$ cat config.mk
export PLATFORM = sky130hd
export DESIGN_NAME = numeric_lexical_validator
export DESIGN_NICKNAME = d
export VERILOG_FILES = /design/src/hdl/nlv_pkg.sv /design/src/hdl/nlv_step.sv /design/src/hdl/numeric_lexical_validator.sv
export SDC_FILE = /design/constraint.sdc
export NUM_CORES = 1
export LEC_CHECK = 0
export ABC_CLOCK_PERIOD_IN_PS = 3000
export BUFFER_PORTS_ARGS = -buffer_cell sky130_fd_sc_hd__buf_4
export CORE_ASPECT_RATIO = 2
export CORE_MARGIN = 2
export CORE_UTILIZATION = 40
export CTS_CLUSTER_DIAMETER = 30
export DETAILED_ROUTE_END_ITERATION = 8
export PLACE_DENSITY = 0.68
export SYNTH_ARGS = -nofsm -noshare
export SYNTH_HDL_FRONTEND = slang
export SYNTH_SLANG_ARGS = --single-unit
$ cat constraint.sdc
create_clock -name clk -period 3 [get_ports clk]
set_input_delay 0.6 -clock clk [delete_from_list [all_inputs] [get_ports clk]]
set_output_delay 0.6 -clock clk [all_outputs]
set_load 0.005 [all_outputs]
$ cat src/hdl/nlv_pkg.sv
package nlv_pkg;

  typedef enum logic [1:0] {
    PH_LEAD,
    PH_CONTENT,
    PH_TRAIL,
    PH_ENDED
  } phase_t;

  typedef struct packed {
    phase_t     phase;
    logic       seen_point;
    logic       seen_sign;
    logic       seen_digit;
    logic       seen_exponent;
    logic       rejected;
    logic [2:0] content_count;
    logic       nan_match;
    logic       inf_match;
    logic       neginf_match;
  } scan_state_t;

  localparam scan_state_t SCAN_RESET = '{
    phase:         PH_LEAD,
    seen_point:    1'b0,
    seen_sign:     1'b0,
    seen_digit:    1'b0,
    seen_exponent: 1'b0,
    rejected:      1'b0,
    content_count: 3'd0,
    nan_match:     1'b1,
    inf_match:     1'b1,
    neginf_match:  1'b1
  };

  localparam logic [1:0] VERDICT_INVALID = 2'd0;
  localparam logic [1:0] VERDICT_NUMBER  = 2'd1;
  localparam logic [1:0] VERDICT_SPECIAL = 2'd2;

  localparam logic [2:0] COUNT_MAX = 3'd5;

  localparam logic [7:0] CH_NUL     = 8'h00;
  localparam logic [7:0] CH_TAB     = 8'h09;
  localparam logic [7:0] CH_LF      = 8'h0a;
  localparam logic [7:0] CH_CR      = 8'h0d;
  localparam logic [7:0] CH_SPACE   = 8'h20;
  localparam logic [7:0] CH_PLUS    = 8'h2b;
  localparam logic [7:0] CH_MINUS   = 8'h2d;
  localparam logic [7:0] CH_POINT   = 8'h2e;
  localparam logic [7:0] CH_ZERO    = 8'h30;
  localparam logic [7:0] CH_NINE    = 8'h39;
  localparam logic [7:0] CH_UPPER_E = 8'h45;
  localparam logic [7:0] CH_LOWER_E = 8'h65;
  localparam logic [7:0] CH_UPPER_A = 8'h41;
  localparam logic [7:0] CH_UPPER_F = 8'h46;
  localparam logic [7:0] CH_UPPER_I = 8'h49;
  localparam logic [7:0] CH_UPPER_N = 8'h4e;
  localparam logic [7:0] CH_LOWER_A = 8'h61;
  localparam logic [7:0] CH_LOWER_Z = 8'h7a;
  localparam logic [7:0] CASE_GAP   = 8'h20;

  function automatic logic nan_at(input logic [2:0] pos, input logic [7:0] up);
    logic hit;
    unique case (pos)
      3'd0:    hit = (up == CH_UPPER_N);
      3'd1:    hit = (up == CH_UPPER_A);
      3'd2:    hit = (up == CH_UPPER_N);
      default: hit = 1'b0;
    endcase
    return hit;
  endfunction

  function automatic logic inf_at(input logic [2:0] pos, input logic [7:0] up);
    logic hit;
    unique case (pos)
      3'd0:    hit = (up == CH_UPPER_I);
      3'd1:    hit = (up == CH_UPPER_N);
      3'd2:    hit = (up == CH_UPPER_F);
      default: hit = 1'b0;
    endcase
    return hit;
  endfunction

  function automatic logic neginf_at(input logic [2:0] pos, input logic [7:0] up);
    logic hit;
    unique case (pos)
      3'd0:    hit = (up == CH_MINUS);
      3'd1:    hit = (up == CH_UPPER_I);
      3'd2:    hit = (up == CH_UPPER_N);
      3'd3:    hit = (up == CH_UPPER_F);
      default: hit = 1'b0;
    endcase
    return hit;
  endfunction

endpackage

$ cat src/hdl/nlv_step.sv
module nlv_step (
  input  nlv_pkg::scan_state_t cur,
  input  logic [7:0]           char_byte,
  input  logic                 has_char,
  input  logic                 decimal_mode,
  output nlv_pkg::scan_state_t nxt,
  output logic [1:0]           verdict
);

  logic       is_space;
  logic       is_nul;
  logic       content;
  logic [7:0] up;

  assign is_space = (char_byte == nlv_pkg::CH_SPACE) || (char_byte == nlv_pkg::CH_TAB) ||
                    (char_byte == nlv_pkg::CH_LF) || (char_byte == nlv_pkg::CH_CR);
  assign is_nul   = (char_byte == nlv_pkg::CH_NUL);
  assign up = ((char_byte >= nlv_pkg::CH_LOWER_A) && (char_byte <= nlv_pkg::CH_LOWER_Z)) ?
              (char_byte - nlv_pkg::CASE_GAP) : char_byte;

  always_comb begin
    nxt     = cur;
    content = 1'b0;
    if (has_char) begin
      unique case (cur.phase)
        nlv_pkg::PH_LEAD: begin
          if (is_nul) begin
            nxt.phase = nlv_pkg::PH_ENDED;
          end else if (!is_space) begin
            nxt.phase = nlv_pkg::PH_CONTENT;
            content   = 1'b1;
          end
        end
        nlv_pkg::PH_CONTENT: begin
          if (is_space) begin
            nxt.phase = nlv_pkg::PH_TRAIL;
          end else if (is_nul) begin
            nxt.phase = nlv_pkg::PH_ENDED;
          end else begin
            content = 1'b1;
          end
        end
        nlv_pkg::PH_TRAIL: begin
          if (!is_space) begin
            nxt.rejected     = 1'b1;
            nxt.nan_match    = 1'b0;
            nxt.inf_match    = 1'b0;
            nxt.neginf_match = 1'b0;
            nxt.phase        = is_nul ? nlv_pkg::PH_ENDED : nlv_pkg::PH_CONTENT;
          end
        end
        nlv_pkg::PH_ENDED: begin
        end
        default: begin
        end
      endcase
    end

    if (content) begin
      nxt.nan_match    = cur.nan_match && nlv_pkg::nan_at(cur.content_count, up);
      nxt.inf_match    = cur.inf_match && nlv_pkg::inf_at(cur.content_count, up);
      nxt.neginf_match = cur.neginf_match && nlv_pkg::neginf_at(cur.content_count, up);
      if (cur.content_count < nlv_pkg::COUNT_MAX) begin
        nxt.content_count = cur.content_count + 3'd1;
      end
      if (!cur.rejected) begin
        priority if ((char_byte == nlv_pkg::CH_PLUS) || (char_byte == nlv_pkg::CH_MINUS)) begin
          if (cur.seen_sign || cur.seen_digit) begin
            nxt.rejected = 1'b1;
          end else begin
            nxt.seen_sign = 1'b1;
          end
        end else if ((char_byte == nlv_pkg::CH_UPPER_E) ||
                     (char_byte == nlv_pkg::CH_LOWER_E)) begin
          if (!cur.seen_digit || cur.seen_exponent || decimal_mode) begin
            nxt.rejected = 1'b1;
          end else begin
            nxt.seen_point    = 1'b0;
            nxt.seen_sign     = 1'b0;
            nxt.seen_digit    = 1'b0;
            nxt.seen_exponent = 1'b1;
          end
        end else if (char_byte == nlv_pkg::CH_POINT) begin
          if (cur.seen_point || cur.seen_exponent) begin
            nxt.rejected = 1'b1;
          end else begin
            nxt.seen_point = 1'b1;
          end
        end else if ((char_byte >= nlv_pkg::CH_ZERO) && (char_byte <= nlv_pkg::CH_NINE)) begin
          nxt.seen_digit = 1'b1;
        end else begin
          nxt.rejected = 1'b1;
        end
      end
    end
  end

  always_comb begin
    priority if (nxt.content_count == 3'd0) begin
      verdict = nlv_pkg::VERDICT_INVALID;
    end else if (nxt.seen_digit && !nxt.rejected) begin
      verdict = nlv_pkg::VERDICT_NUMBER;
    end else if (decimal_mode) begin
      verdict = nlv_pkg::VERDICT_INVALID;
    end else if (((nxt.nan_match || nxt.inf_match) && (nxt.content_count == 3'd3)) ||
                 (nxt.neginf_match && (nxt.content_count == 3'd4))) begin
      verdict = nlv_pkg::VERDICT_SPECIAL;
    end else begin
      verdict = nlv_pkg::VERDICT_INVALID;
    end
  end

endmodule

$ cat src/hdl/numeric_lexical_validator.sv
// Channel  Handshake            Payload
// in       in_valid/in_stall    in_char_byte, in_has_char, in_last
// out      out_valid/out_stall  out_verdict
// cfg      cfg_valid/cfg_ready  cfg_decimal_mode
//
// One byte is accepted every cycle unless in_stall is high; the verdict follows its last byte.
// The input register feeds one pass of flag logic into the scan state and the result register.
// Reset is synchronous and clears the scan state, the valid flags and the mode register.
// A held result freezes the scan state and the result register; the input register still
// fills when empty, and the input stalls only while that register is full behind it.
module numeric_lexical_validator (
  input  logic       clk,
  input  logic       rst_n,
  input  logic       in_valid,
  output logic       in_stall,
  input  logic [7:0] in_char_byte,
  input  logic       in_has_char,
  input  logic       in_last,
  output logic       out_valid,
  input  logic       out_stall,
  output logic [1:0] out_verdict,
  input  logic       cfg_valid,
  output logic       cfg_ready,
  input  logic       cfg_decimal_mode
);

  logic                 advance;
  logic                 s1_load;
  logic                 s1_valid_r;
  logic [7:0]           s1_byte_r;
  logic                 s1_has_r;
  logic                 s1_last_r;
  logic                 decimal_mode_r;
  nlv_pkg::scan_state_t state_r;
  nlv_pkg::scan_state_t state_nxt;
  logic [1:0]           verdict_nxt;
  logic                 out_valid_r;
  logic [1:0]           out_verdict_r;

  assign advance   = !(out_valid_r && out_stall);
  assign s1_load   = advance || !s1_valid_r;
  assign in_stall  = !s1_load;
  assign cfg_ready = 1'b1;
  assign out_valid   = out_valid_r;
  assign out_verdict = out_verdict_r;

  nlv_step u_step (
    .cur          (state_r),
    .char_byte    (s1_byte_r),
    .has_char     (s1_has_r),
    .decimal_mode (decimal_mode_r),
    .nxt          (state_nxt),
    .verdict      (verdict_nxt)
  );

  always_ff @(posedge clk) begin
    if (!rst_n) begin
      decimal_mode_r <= 1'b0;
    end else if (cfg_valid && cfg_ready) begin
      decimal_mode_r <= cfg_decimal_mode;
    end
  end

  always_ff @(posedge clk) begin
    if (!rst_n) begin
      s1_valid_r <= 1'b0;
    end else if (s1_load) begin
      s1_valid_r <= in_valid;
    end
  end

  always_ff @(posedge clk) begin
    if (s1_load && in_valid) begin
      s1_byte_r <= in_char_byte;
      s1_has_r  <= in_has_char;
      s1_last_r <= in_last;
    end
  end

  always_ff @(posedge clk) begin
    if (!rst_n) begin
      state_r     <= nlv_pkg::SCAN_RESET;
      out_valid_r <= 1'b0;
    end else if (advance) begin
      out_valid_r <= s1_valid_r && s1_last_r;
      if (s1_valid_r) begin
        state_r <= s1_last_r ? nlv_pkg::SCAN_RESET : state_nxt;
      end
    end
  end

  always_ff @(posedge clk) begin
    if (advance && s1_valid_r && s1_last_r) begin
      out_verdict_r <= verdict_nxt;
    end
  end

endmodule

==> results.md, run 1 <==
* Synthesized area per cell at just under 10 µm²
* Post-DRT Antenna Nets at 0
* GRT Util Overall at 0.177
* Crit-path cells: inv_1, ha_1, o31ai_1, o2111a_1, o31a_1, nand3_1, a2111oi_2
* Global Route met3 Usage at 0.0149
* Max Cap Viol at 0
* Final Wtd Congestion at about 0.85
* Mapped Cells at between 150 and 200
* R2R cell count at 7
* Critical-path top delay cell: edfxtp_1
* Max transition margin at 0.629
* Final hold vios at 0
* CP top delay family: compound AO/OA/AOI/OAI gates
* Die Area at about 5200 µm²
* H-tree depth at 1
* Fmax at 0.396 GHz
* Top cells by area in the synthesized netlist: edfxtp_1, dfxtp_1, ha_1
* Busiest layer in global routing: met2
* Top cell type by total area after synthesis: edfxtp_1
* Post-cts sizing count at 0
* Largest net degree at the start of global routing at 17
* CTS max path bufs at 2
* Vias in the first global route at around 1500
* Synth-to-layout area growth at 12.5%
* Final setup fails at 0
* Slew at the pin closest to its max-slew limit at around 0.55 ns
* Number of max-slew violations in the final report at 0
* CTS tree: yes
* Sequential share of power at 0.540
* Die width at slightly above 50 µm
* Vias per cell at approximately 6
* Crit path to: out_verdict[1]$_SDFFCE_PP0P_
* Clk_skew at ~0.013 ns
* Critical Path AT at 2.62 ns
* First-pass GRT wire length at between 6000 and 7000 µm
* Asr flop ratio synth at 0
* Mean routed wirelength per cell at 16.4 µm
* Diode count at 0
* Skew-Pair Late Insertion Delay at 0.28 ns
* Drt first pass iters at 4
* Leakage at 0.772 nW
* Yosys cell types at 60
* R2R Path End: out_verdict[1]$_SDFFCE_PP0P_
* Vias at 1531
* Reg2reg start: s1_byte_r[5]$_DFFE_PP_
* Clock buffer count from CTS at 3
* Worst path max stage delay at ~0.53 ns
* Yosys warning count at 0
* CP Max Fanout at 7
* Detailed router's first-iteration violation count at 72
* Met1 Use GR at 0.174
* CP endpoint kind: flop
* Setup crit start kind: flop
* # rows at 34
* Min cycle time layout at around 2.5 ns
* Post-route setup TNS at 0 ns
* Sw Ratio at 0.250
* CORE AREA at about 4400 µm²
* Worst-path clk slew at approximately 0.11 ns
* Initial Utilization at 0.419
* Post-CTS Setup Inserts at 0
* I/O Buffers at 19
* VDD IR max at between 0.0003 and 0.0004 V
* Internal power at roughly 0.6 mW
* Hold_sp: state_r[0]$_SDFFE_PN1P_
* Synth Flop Type: dfxtp_1
* Min-delay worst type: reg -> reg
* Netlist Area Pre-Place at 1840 µm²
* Post-synth EDFFs at 12
* Critical path type: reg -> reg
* Die Ht at 99.8 µm
* Reg2reg setup slack at ~0.48 ns
* I/O Pins at 21
* Critical Path RT at a little over 3 ns
* Sw Pwr at between 0.2 and 0.25 mW
* Yosys top cell area share at 0.196
* Pwr/cell area at between 300 and 400 nW/µm²
* Post-DP HPWL at about 3300 µm
* Routed WL at roughly 4300 µm
* Initial antenna violation count at 0
* Place WS at around 0.52 ns
* Layout cell share with drive strength beyond 1 at 0.184
* CP Launch Point: s1_byte_r[5]$_DFFE_PP_
* Status: complete, no violations
* Clock share of power at 0.335
* CP bufs+invs at 1
* Combinational power share at 0.125
* Total gr overflow at 0
* DRC at 0
* Hold_buf cts at 0
* Met2 usage at 0.340
* RSZ-0062 raised after global routing: no
* Nets at 229
* Crit. path cell count at 7
* Fin crit share at 0.841
* Fin worst setup slack at 0.478 ns
* Clock sink total at 28
* Clk root buf: clkbuf_8
* Yosys reg bits at 28
* Sequential area share after synthesis at 0.371
* Synthesized Nets at ~210
## metrics by stage
| stage | cells | cell area, µm² | hold WS [ns] | util | total power [mW] |
|---|---|---|---|---|---|
| final | 260 | 2060 | 0.477 | 0.471 | 0.811 |
| after global routing | 260 | 2060 | 0.477 | 0.471 | 0.844 |
| after CTS | 260 | 2060 | 0.484 | 0.471 | 0.809 |
| after detailed placement | 256 | 2000 | 0.471 | 0.456 | 0.547 |
| after global placement | 256 | 2000 | 0.467 | 0.456 | 0.546 |
| after floorplan | 191 | 1840 | 0.436 | - | 0.513 |
## cells in the mapped netlist, drive strengths merged, types with 2 or more instances
| master | n |
|---|---|
| a21boi | 6 |
| a21oi | 7 |
| a31oi | 2 |
| and2 | 5 |
| and2b | 2 |
| and3 | 3 |
| and4 | 2 |
| buf | 6 |
| clkbuf | 4 |
| dfxtp | 16 |
| edfxtp | 12 |
| ha | 6 |
| inv | 7 |
| mux2i | 6 |
| nand2 | 15 |
| nand2b | 2 |
| nand3 | 3 |
| nand3b | 3 |
| nand4 | 2 |
| nand4bb | 2 |
| nor2 | 12 |
| nor2b | 7 |
| nor3 | 5 |
| nor4 | 3 |
| nor4b | 3 |
| nor4bb | 2 |
| o2111ai | 4 |
| o211ai | 2 |
| o21a | 4 |
| o21ai | 13 |
| o31a | 2 |
| o31ai | 3 |
## sequential cells by signal (all words and copies together), names as in the netlist
register,count
decimal_mode_r,1
out_valid,1
out_verdict,2
s1_byte_r,8
s1_has_r,1
s1_last_r,1
s1_valid_r,1
state_r,13
## layout by cell type (no fill, tap or decap), types with 4 or more instances in the layout
| cell | synthesis | final |
|---|---|---|
| inv_1 | 7 | 7 |
| a21boi_0 | 6 | 6 |
| mux2i_1 | 6 | 6 |
| nor2b_1 | 7 | 7 |
| nand2_1 | 15 | 15 |
| and2_1 | 5 | 5 |
| buf_4 | 2 | 21 |
| o21ai_0 | 12 | 12 |
| o21a_1 | 4 | 4 |
| ha_1 | 6 | 6 |
| nor2_1 | 12 | 12 |
| a21oi_1 | 7 | 7 |
| nor3_1 | 5 | 5 |
| edfxtp_1 | 12 | 12 |
| o2111ai_1 | 4 | 4 |
| dfxtp_1 | 16 | 16 |
## per-layer routing
metal  wire length [µm]  up-vias
met2               2390       35
li1                   -      749
met5                  0        -
met3                 95       10
met4                170        0
met1               1600      737
## cell families after synthesis
kind of cell / count (synthesis) / synth area share
xor gates and xnor gates: 1 / 0.00477
buffers and inverters: 17 / 0.0484
muxes: 6 / 0.0327
other: 1 / 0.00204
DFF: 28 / 0.371
AOI/OAI and AO/OA: 53 / 0.218
adders and majority gates: 6 / 0.0409
and+or+nand+nor: 79 / 0.282
## worst register-to-register path: cells and delay by family, from the launching register on
| family | cells | cell delay [ns] |
|---|---|---|
| AO/OA/AOI/OAI | 4 | 1.32 |
| adder cells (fa/ha/maj) | 1 | 0.30 |
| buffers and inverters | 1 | 0.10 |
| flip-flops | 1 | 0.53 |
| AND/OR/NAND/NOR | 1 | 0.10 |
## layout make-up
| type | count | area (µm²) |
|---|---|---|
| timing repair buffer | 21 | 158 |
| tap | 54 | 67.6 |
| clock buffer | 4 | 66.3 |
| inverter | 7 | 26.3 |
| fill | 440 | 2320 |
| multi-input combinational | 146 | 1070 |
| sequential | 28 | 681 |
## power by group through the flow
| stage | sequential (mW) | combinational [mW] | clock [mW] |
|---|---|---|---|
| after detailed placement | 0.446 | 0.101 | 0 |
| after global routing | 0.441 | 0.112 | 0.291 |
| after floorplan | 0.432 | 0.0808 | 0 |
| after global placement | 0.445 | 0.100 | 0 |
| final | 0.438 | 0.102 | 0.271 |
| after CTS | 0.437 | 0.102 | 0.270 |
## how the worst min path moves through the flow
| stage | end | slack, ns | cells after the start |
|---|---|---|---|
| finish | state_r[0]$_SDFFE_PN1P_ | 0.48 | 2 |
| global placement | state_r[0]$_SDFFE_PN1P_ | 0.47 | 2 |
| floorplan | state_r[1]$_SDFFE_PN1P_ | 0.44 | 2 |
| CTS | state_r[0]$_SDFFE_PN1P_ | 0.48 | 2 |
| detailed placement | state_r[0]$_SDFFE_PN1P_ | 0.47 | 2 |
| global route | s1_has_r$_DFFE_PP_ | 0.48 | 1 |
Power figures use the tool's default switching activity.
==> inputs of run 2 (changes only) <==
--- a/config.mk
+++ b/config.mk
@@ -5,14 +5,14 @@
 export SDC_FILE = /design/constraint.sdc
 export NUM_CORES = 1
 export LEC_CHECK = 0
-export ABC_CLOCK_PERIOD_IN_PS = 3000
+export ABC_CLOCK_PERIOD_IN_PS = 2200
 export BUFFER_PORTS_ARGS = -buffer_cell sky130_fd_sc_hd__buf_4
 export CORE_ASPECT_RATIO = 2
 export CORE_MARGIN = 2
 export CORE_UTILIZATION = 40
 export CTS_CLUSTER_DIAMETER = 30
 export DETAILED_ROUTE_END_ITERATION = 8
-export PLACE_DENSITY = 0.68
+export PLACE_DENSITY = 0.7
 export SYNTH_ARGS = -nofsm -noshare
 export SYNTH_HDL_FRONTEND = slang
 export SYNTH_SLANG_ARGS = --single-unit
==> constraint.sdc (replaced) <==
create_clock -name clk -period 2.2 [get_ports clk]
set_input_delay 0.44 -clock clk [delete_from_list [all_inputs] [get_ports clk]]
set_output_delay 0.44 -clock clk [all_outputs]
set_load 0.005 [all_outputs]
==> run 2 against run 1 <==
  * The run now ends with setup timing left
  * Maximum frequency increased by 12%
  * Flip-flop and latch count stayed put
  * Highest routed layer unchanged
  * Combinational power is 120% higher
  * Sequential power is 33% higher
  * Sequential share of layout area down 5.8 points
  * Largest cell class unchanged
  * Non-clock buffer count increased by 41
  * Worst hold slack got worse by 0.15 ns
  * Worst setup slack got worse by 0.54 ns
  * Critical path depth up 2
  * Total power is 44% higher
==> results.md, run 2 (same netlist as run 1, synthesis figures left out) <==
* Status: complete, but fails checks
* Violated checks: setup timing
* Final hold vios at 0
* Routed WL at roughly 4800 µm
* RSZ-0062 raised after global routing: yes
* DRC at 0
* Initial Utilization at 0.419
* Critical Path RT at 2.30 ns
* # placed instances at 285
* Critical-path top delay cell: edfxtp_1
* Vias per cell at between 5 and 6
* Commonest non-fill, non-tap cell in the layout: buf_4
* Crit-path cells: buf_6, buf_6, nor2_2, a22oi_2, o31ai_4, buf_4, o31a_1, nand3_2, a2111oi_4
* Place WS at -0.118 ns
* Mean routed wirelength per cell at ~16 µm
* Die width at between 50 and 60 µm
* Final Wtd Congestion at 0.904
* Max Cap Viol at 0
* Worst-path clk slew at about 0.1 ns
* I/O Buffers at 19
* Fin area at about 2500 µm²
* Critical Path AT at 2.36 ns
* Die Ht at approximately 100 µm
* Nets at 270
* Total power at roughly 1.2 mW
* Crit path top cell by count: buf_6
* Most flop-heavy register: state_r
* CP Max Fanout at 5
* Fin crit share at 1.03
* GRT Util Overall at 0.198
* Min-delay worst type: in -> reg
* Final Core Density at 0.574
* Post-DRT Antenna Nets at 0
* Min cycle time layout at roughly 2.3 ns
* Filler cells at approximately 400
* Setup crit start kind: flop
* Diode count at 0
* Critical path type: reg -> reg
* Vias in the first global route at approximately 1700
* Clk root buf: clkbuf_8
* Hold_sp: in_has_char
* Pwr/cell area at about 470 nW/µm²
* Layout Cells excl Fill at approximately 300
* Final setup fails at 2
* Clock buffer count from CTS at 3
* CP top delay family: compound AO/OA/AOI/OAI gates
* I/O Pins at 21
* Clk_skew at 0.00506 ns
* Clock sink total at 28
* Detailed router's first-iteration violation count at 30
* R2R cell count at 9
* Fmax at between 0.4 and 0.5 GHz
* R2R Path End: out_verdict[1]$_SDFFCE_PP0P_
* Vias at between 1500 and 2000
* DP Area at around 2200 µm²
* Fin worst setup slack at -0.0579 ns
* VDD IR max at roughly 0.00050 V
* Skew-Pair Late Insertion Delay at around 0.28 ns
* Total gr overflow at 0
* # rows at 34
* Endpoint, Worst Hold: s1_has_r$_DFFE_PP_
* Multi-input gate area in the final layout at around 1200 µm²
* CP bufs+invs at 3
* H-tree depth at 1
* Min-Delay Path Depth at 1
* CTS max path bufs at 2
* Most frequent cells in the layout: buf_4, nand2_1, dfxtp_1
* Hold_buf cts at 0
* CTS tree: yes
* Leakage at 0.991 nW
* Largest net degree at the start of global routing at 17
* CP endpoint kind: flop
* Post-DP HPWL at between 3000 and 4000 µm
* Number of max-slew violations in the final report at 0
* Max reg flops at 13
* Reg2reg start: s1_byte_r[1]$_DFFE_PP_
* Layout cell share with drive strength beyond 1 at 0.389
* Die Area at between 5000 and 6000 µm²
* Reg2reg setup slack at -0.06 ns
* Synth-to-layout area growth at 36.9%
* Worst path max stage delay at 0.50 ns
* Area occupied by registers at 682 µm²
* Initial antenna violation count at 0
* CORE AREA at between 4000 and 5000 µm²
* First-pass GRT wire length at 7670 µm
* Drt first pass iters at 4
==> run 2: changes by cell type in the layout (fill, tap and decap cells not counted), sizes merged <==
cell	before	now
buf	21	62
==> run 2: final cells by class <==
class	instances	share of cell area
Clock buffer	4	0.0264
Inverter	7	0.0105
Multi-Input combinational cell	146	0.475
Sequential cell	28	0.271
Tap cell	54	0.0269
Timing Repair Buffer	62	0.190
==> run 2: worst max path at each step <==
| stage | endpoint | start | cells after the start | slack (ns) |
|---|---|---|---|---|
| after global placement | out_verdict[1]$_SDFFCE_PP0P_ | s1_byte_r[5]$_DFFE_PP_ | 7 | -0.01 |
| final | out_verdict[1]$_SDFFCE_PP0P_ | s1_byte_r[1]$_DFFE_PP_ | 9 | -0.06 |
| after global routing | out_verdict[1]$_SDFFCE_PP0P_ | s1_byte_r[1]$_DFFE_PP_ | 7 | -0.16 |
| after floorplan | out_verdict[1]$_SDFFCE_PP0P_ | s1_byte_r[0]$_DFFE_PP_ | 8 | 0.07 |
| after detailed placement | out_verdict[1]$_SDFFCE_PP0P_ | s1_byte_r[5]$_DFFE_PP_ | 7 | -0.12 |
| after CTS | out_verdict[1]$_SDFFCE_PP0P_ | s1_byte_r[1]$_DFFE_PP_ | 7 | -0.004 |
==> run 2: power breakdown <==
part	internal [mW]	switching, mW	leakage (nW)
clock network	0.198	0.163	0.0339
logic	0.114	0.110	0.712
registers	0.563	0.0205	0.245
==> run 2: metal layers <==
layer | routed length (µm) | global-route usage
met5 | 0 | 0
met4 | 381 | 0.162
met3 | 139 | 0.0223
met2 | 2650 | 0.365
met1 | 1580 | 0.181
==> run 2: timing repair <==
action / in CTS / in global routing
resized for setup: 14 / 16
pin swaps: 9 / 11
setup endpoints to repair: 1 / 6
cloned: 1 / 0
setup buffers: 9 / 2
==> run 2: metrics by stage <==
step / hold WS (ns) / TNS (ns)
final: 0.330 / -0.0892
after global routing: 0.324 / -0.445
after CTS: 0.330 / -0.00403
after detailed placement: 0.480 / -0.118
after global placement: 0.473 / -0.0118
after floorplan: 0.436 / 0
==> inputs of run 3 (changes only) <==
--- a/config.mk
+++ b/config.mk
@@ -5,14 +5,14 @@
 export SDC_FILE = /design/constraint.sdc
 export NUM_CORES = 1
 export LEC_CHECK = 0
-export ABC_CLOCK_PERIOD_IN_PS = 2200
+export ABC_CLOCK_PERIOD_IN_PS = 2300
 export BUFFER_PORTS_ARGS = -buffer_cell sky130_fd_sc_hd__buf_4
 export CORE_ASPECT_RATIO = 2
 export CORE_MARGIN = 2
 export CORE_UTILIZATION = 40
 export CTS_CLUSTER_DIAMETER = 30
 export DETAILED_ROUTE_END_ITERATION = 8
-export PLACE_DENSITY = 0.7
+export MAX_ROUTING_LAYER = met4
 export SYNTH_ARGS = -nofsm -noshare
 export SYNTH_HDL_FRONTEND = slang
 export SYNTH_SLANG_ARGS = --single-unit
==> constraint.sdc (replaced) <==
create_clock -name clk -period 2.3 [get_ports clk]
set_input_delay 0.46 -clock clk [delete_from_list [all_inputs] [get_ports clk]]
set_output_delay 0.46 -clock clk [all_outputs]
set_load 0.005 [all_outputs]
==> run 3 against run 2 <==
  * The flow now finishes without violations
  * Final cell count is 7.6% lower
  * Wire length hardly changed
  * Via count is 7.5% lower
  * Clock power is 5.8% lower
  * Register-to-register slack better by 0.14 ns
  * First-iteration DRC count is 93% higher
  * Clock skew is 0.0015 ns higher
  * Critical path depth is 2 lower
  * Sequential power is 4.6% lower
  * Combinational power is 17% lower
  * Worst hold slack better by 0.024 ns
  * Largest cell class unchanged
==> results.md, run 3 (same netlist as run 1, synthesis figures left out) <==
* Max Cap Viol at 0
* Critical Path RT at between 2 and 2.5 ns
* Most flop-heavy register: state_r
* Clk root buf: clkbuf_8
* Leakage at between 0.8 and 0.9 nW
* Setup crit start kind: flop
* Place WS at -0.0335 ns
* Post-DRT Antenna Nets at 0
* Filler cells at approximately 400
* Critical path type: reg -> reg
* Pwr/cell area at 475 nW/µm²
* Vias per cell at around 5.8
* Crit-path cells: buf_4, nor4bb_4, a311oi_2, o21a_2, mux2i_1, o211ai_1, a2111oi_2
* Slew at the pin closest to its max-slew limit at 0.602 ns
* CP top delay family: compound AO/OA/AOI/OAI gates
* First-pass GRT wire length at between 7000 and 8000 µm
* Reg2reg setup slack at about 0.08 ns
* Crit. path cell count at 7
* Total gr overflow at 0
* Largest net degree at the start of global routing at 17
* CP endpoint kind: flop
* Clk_skew at 0.00659 ns
* Drt first pass iters at 4
* Initial antenna violation count at 0
* Critical Path AT at 2.30 ns
* Die Ht at 99.8 µm
* Diode count at 0
* CP bufs+invs at 1
* Post-DP HPWL at ~3700 µm
* Synth-to-layout area growth at 24.1%
* Fin worst setup slack at roughly 0.082 ns
* Most frequent cells in the layout: buf_4, nand2_1, dfxtp_1
* H-tree depth at 1
* CP Max Fanout at 8
* CP Launch Point: s1_byte_r[5]$_DFFE_PP_
* R2R cell count at 7
* Die Area at between 5000 and 6000 µm²
* Fin crit share at 0.964
* Vias in the first global route at approximately 1600
* Skew-Pair Late Insertion Delay at about 0.27 ns
* Worst path max stage delay at roughly 0.47 ns
* CTS tree: yes
* Clock buffer count from CTS at 3
* Commonest non-fill, non-tap cell in the layout: buf_4
* GRT Util Overall at 0.197
* Mean routed wirelength per cell at about 17 µm
* Initial Utilization at 0.419
* Worst-path clk slew at 0.10 ns
* Routed WL at roughly 4700 µm
* # rows at 34
* Post-route setup TNS at 0 ns
* R2R Path End: out_verdict[1]$_SDFFCE_PP0P_
* I/O Pins at 21
* Max reg flops at 13
* Final setup fails at 0
* RSZ-0062 raised after global routing: yes
* Layout cell share with drive strength beyond 1 at 0.290
* CTS max path bufs at 2
* Crit path to: out_verdict[1]$_SDFFCE_PP0P_
* Detailed router's first-iteration violation count at 58
* Min-delay worst type: in -> reg
* Fmax at around 0.45 GHz
* Vias at roughly 1600
* Status: complete, no violations
* I/O Buffers at 19
* VDD IR max at ~0.00051 V
* Max transition margin at 0.593
* DRC at 0
* Die width at between 50 and 60 µm
* Nets at ~250
* Min cycle time layout at approximately 2.2 ns
* Final Wtd Congestion at 0.842
* Reg2reg start: s1_byte_r[5]$_DFFE_PP_
* Final hold vios at 0
* Clock sink total at 28
* Final Core Density at 0.520
* Critical-path top delay cell: edfxtp_1
* CORE AREA at roughly 4400 µm²
* Number of max-slew violations in the final report at 0
==> run 3: where the power goes <==
group	switching [mW]	leakage, nW	internal, mW
registers	0.0183	0.245	0.539
logic	0.0986	0.591	0.0865
clock network	0.151	0.0339	0.189
total	0.268	0.870	0.815
==> run 3: layer usage <==
metal  part of all wire  global-route usage  vias to the layer above
li1                   -                   -                      786
met1               0.33               0.189                      746
met2               0.58               0.365                       50
met3              0.029             0.00893                       19
met4              0.058               0.117                        0
met5                  0                   -                        -
==> run 3: timing repair <==
action                                 CTS  global route
resized for setup                        1            14
pin swaps                                0             7
setup endpoints to repair                1             4
endpoints found under the hold margin    0             0
hold buffers                             0             0
setup buffers                            0             3
==> run 3: stage by stage <==
stage          hold WS [ns]  std cells  power (mW)  instance area, µm²
3_3_place_gp          0.467        271       0.728                2110
4_1_cts               0.348        275        1.07                2180
3_5_place_dp          0.473        271       0.734                2110
6_report              0.354        278        1.08                2280
2_1_floorplan         0.436        191       0.669                1840
5_1_grt               0.344        278        1.13                2280
==> run 3: cell type report <==
class	instances	area, µm²	area share
multi-input combinational	146	1140	0.502
sequential	28	682	0.299
timing repair buffer	39	293	0.129
tap	54	67.6	0.0297
clock buffer	4	66.3	0.0291
inverter	7	26.3	0.0115
==> run 3: worst min path at each step <==
stage               depth (start not counted)                  endpoint  slack, ns                     start
floorplan                                   2   state_r[1]$_SDFFE_PN1P_       0.44   state_r[1]$_SDFFE_PN1P_
global placement                            2  state_r[10]$_SDFFE_PN0P_       0.47  state_r[10]$_SDFFE_PN0P_
detailed placement                          2  state_r[10]$_SDFFE_PN0P_       0.47  state_r[10]$_SDFFE_PN0P_
CTS                                         1       s1_last_r$_DFFE_PP_       0.35                   in_last
global route                                1        s1_has_r$_DFFE_PP_       0.34               in_has_char
finish                                      1       s1_last_r$_DFFE_PP_       0.35                   in_last
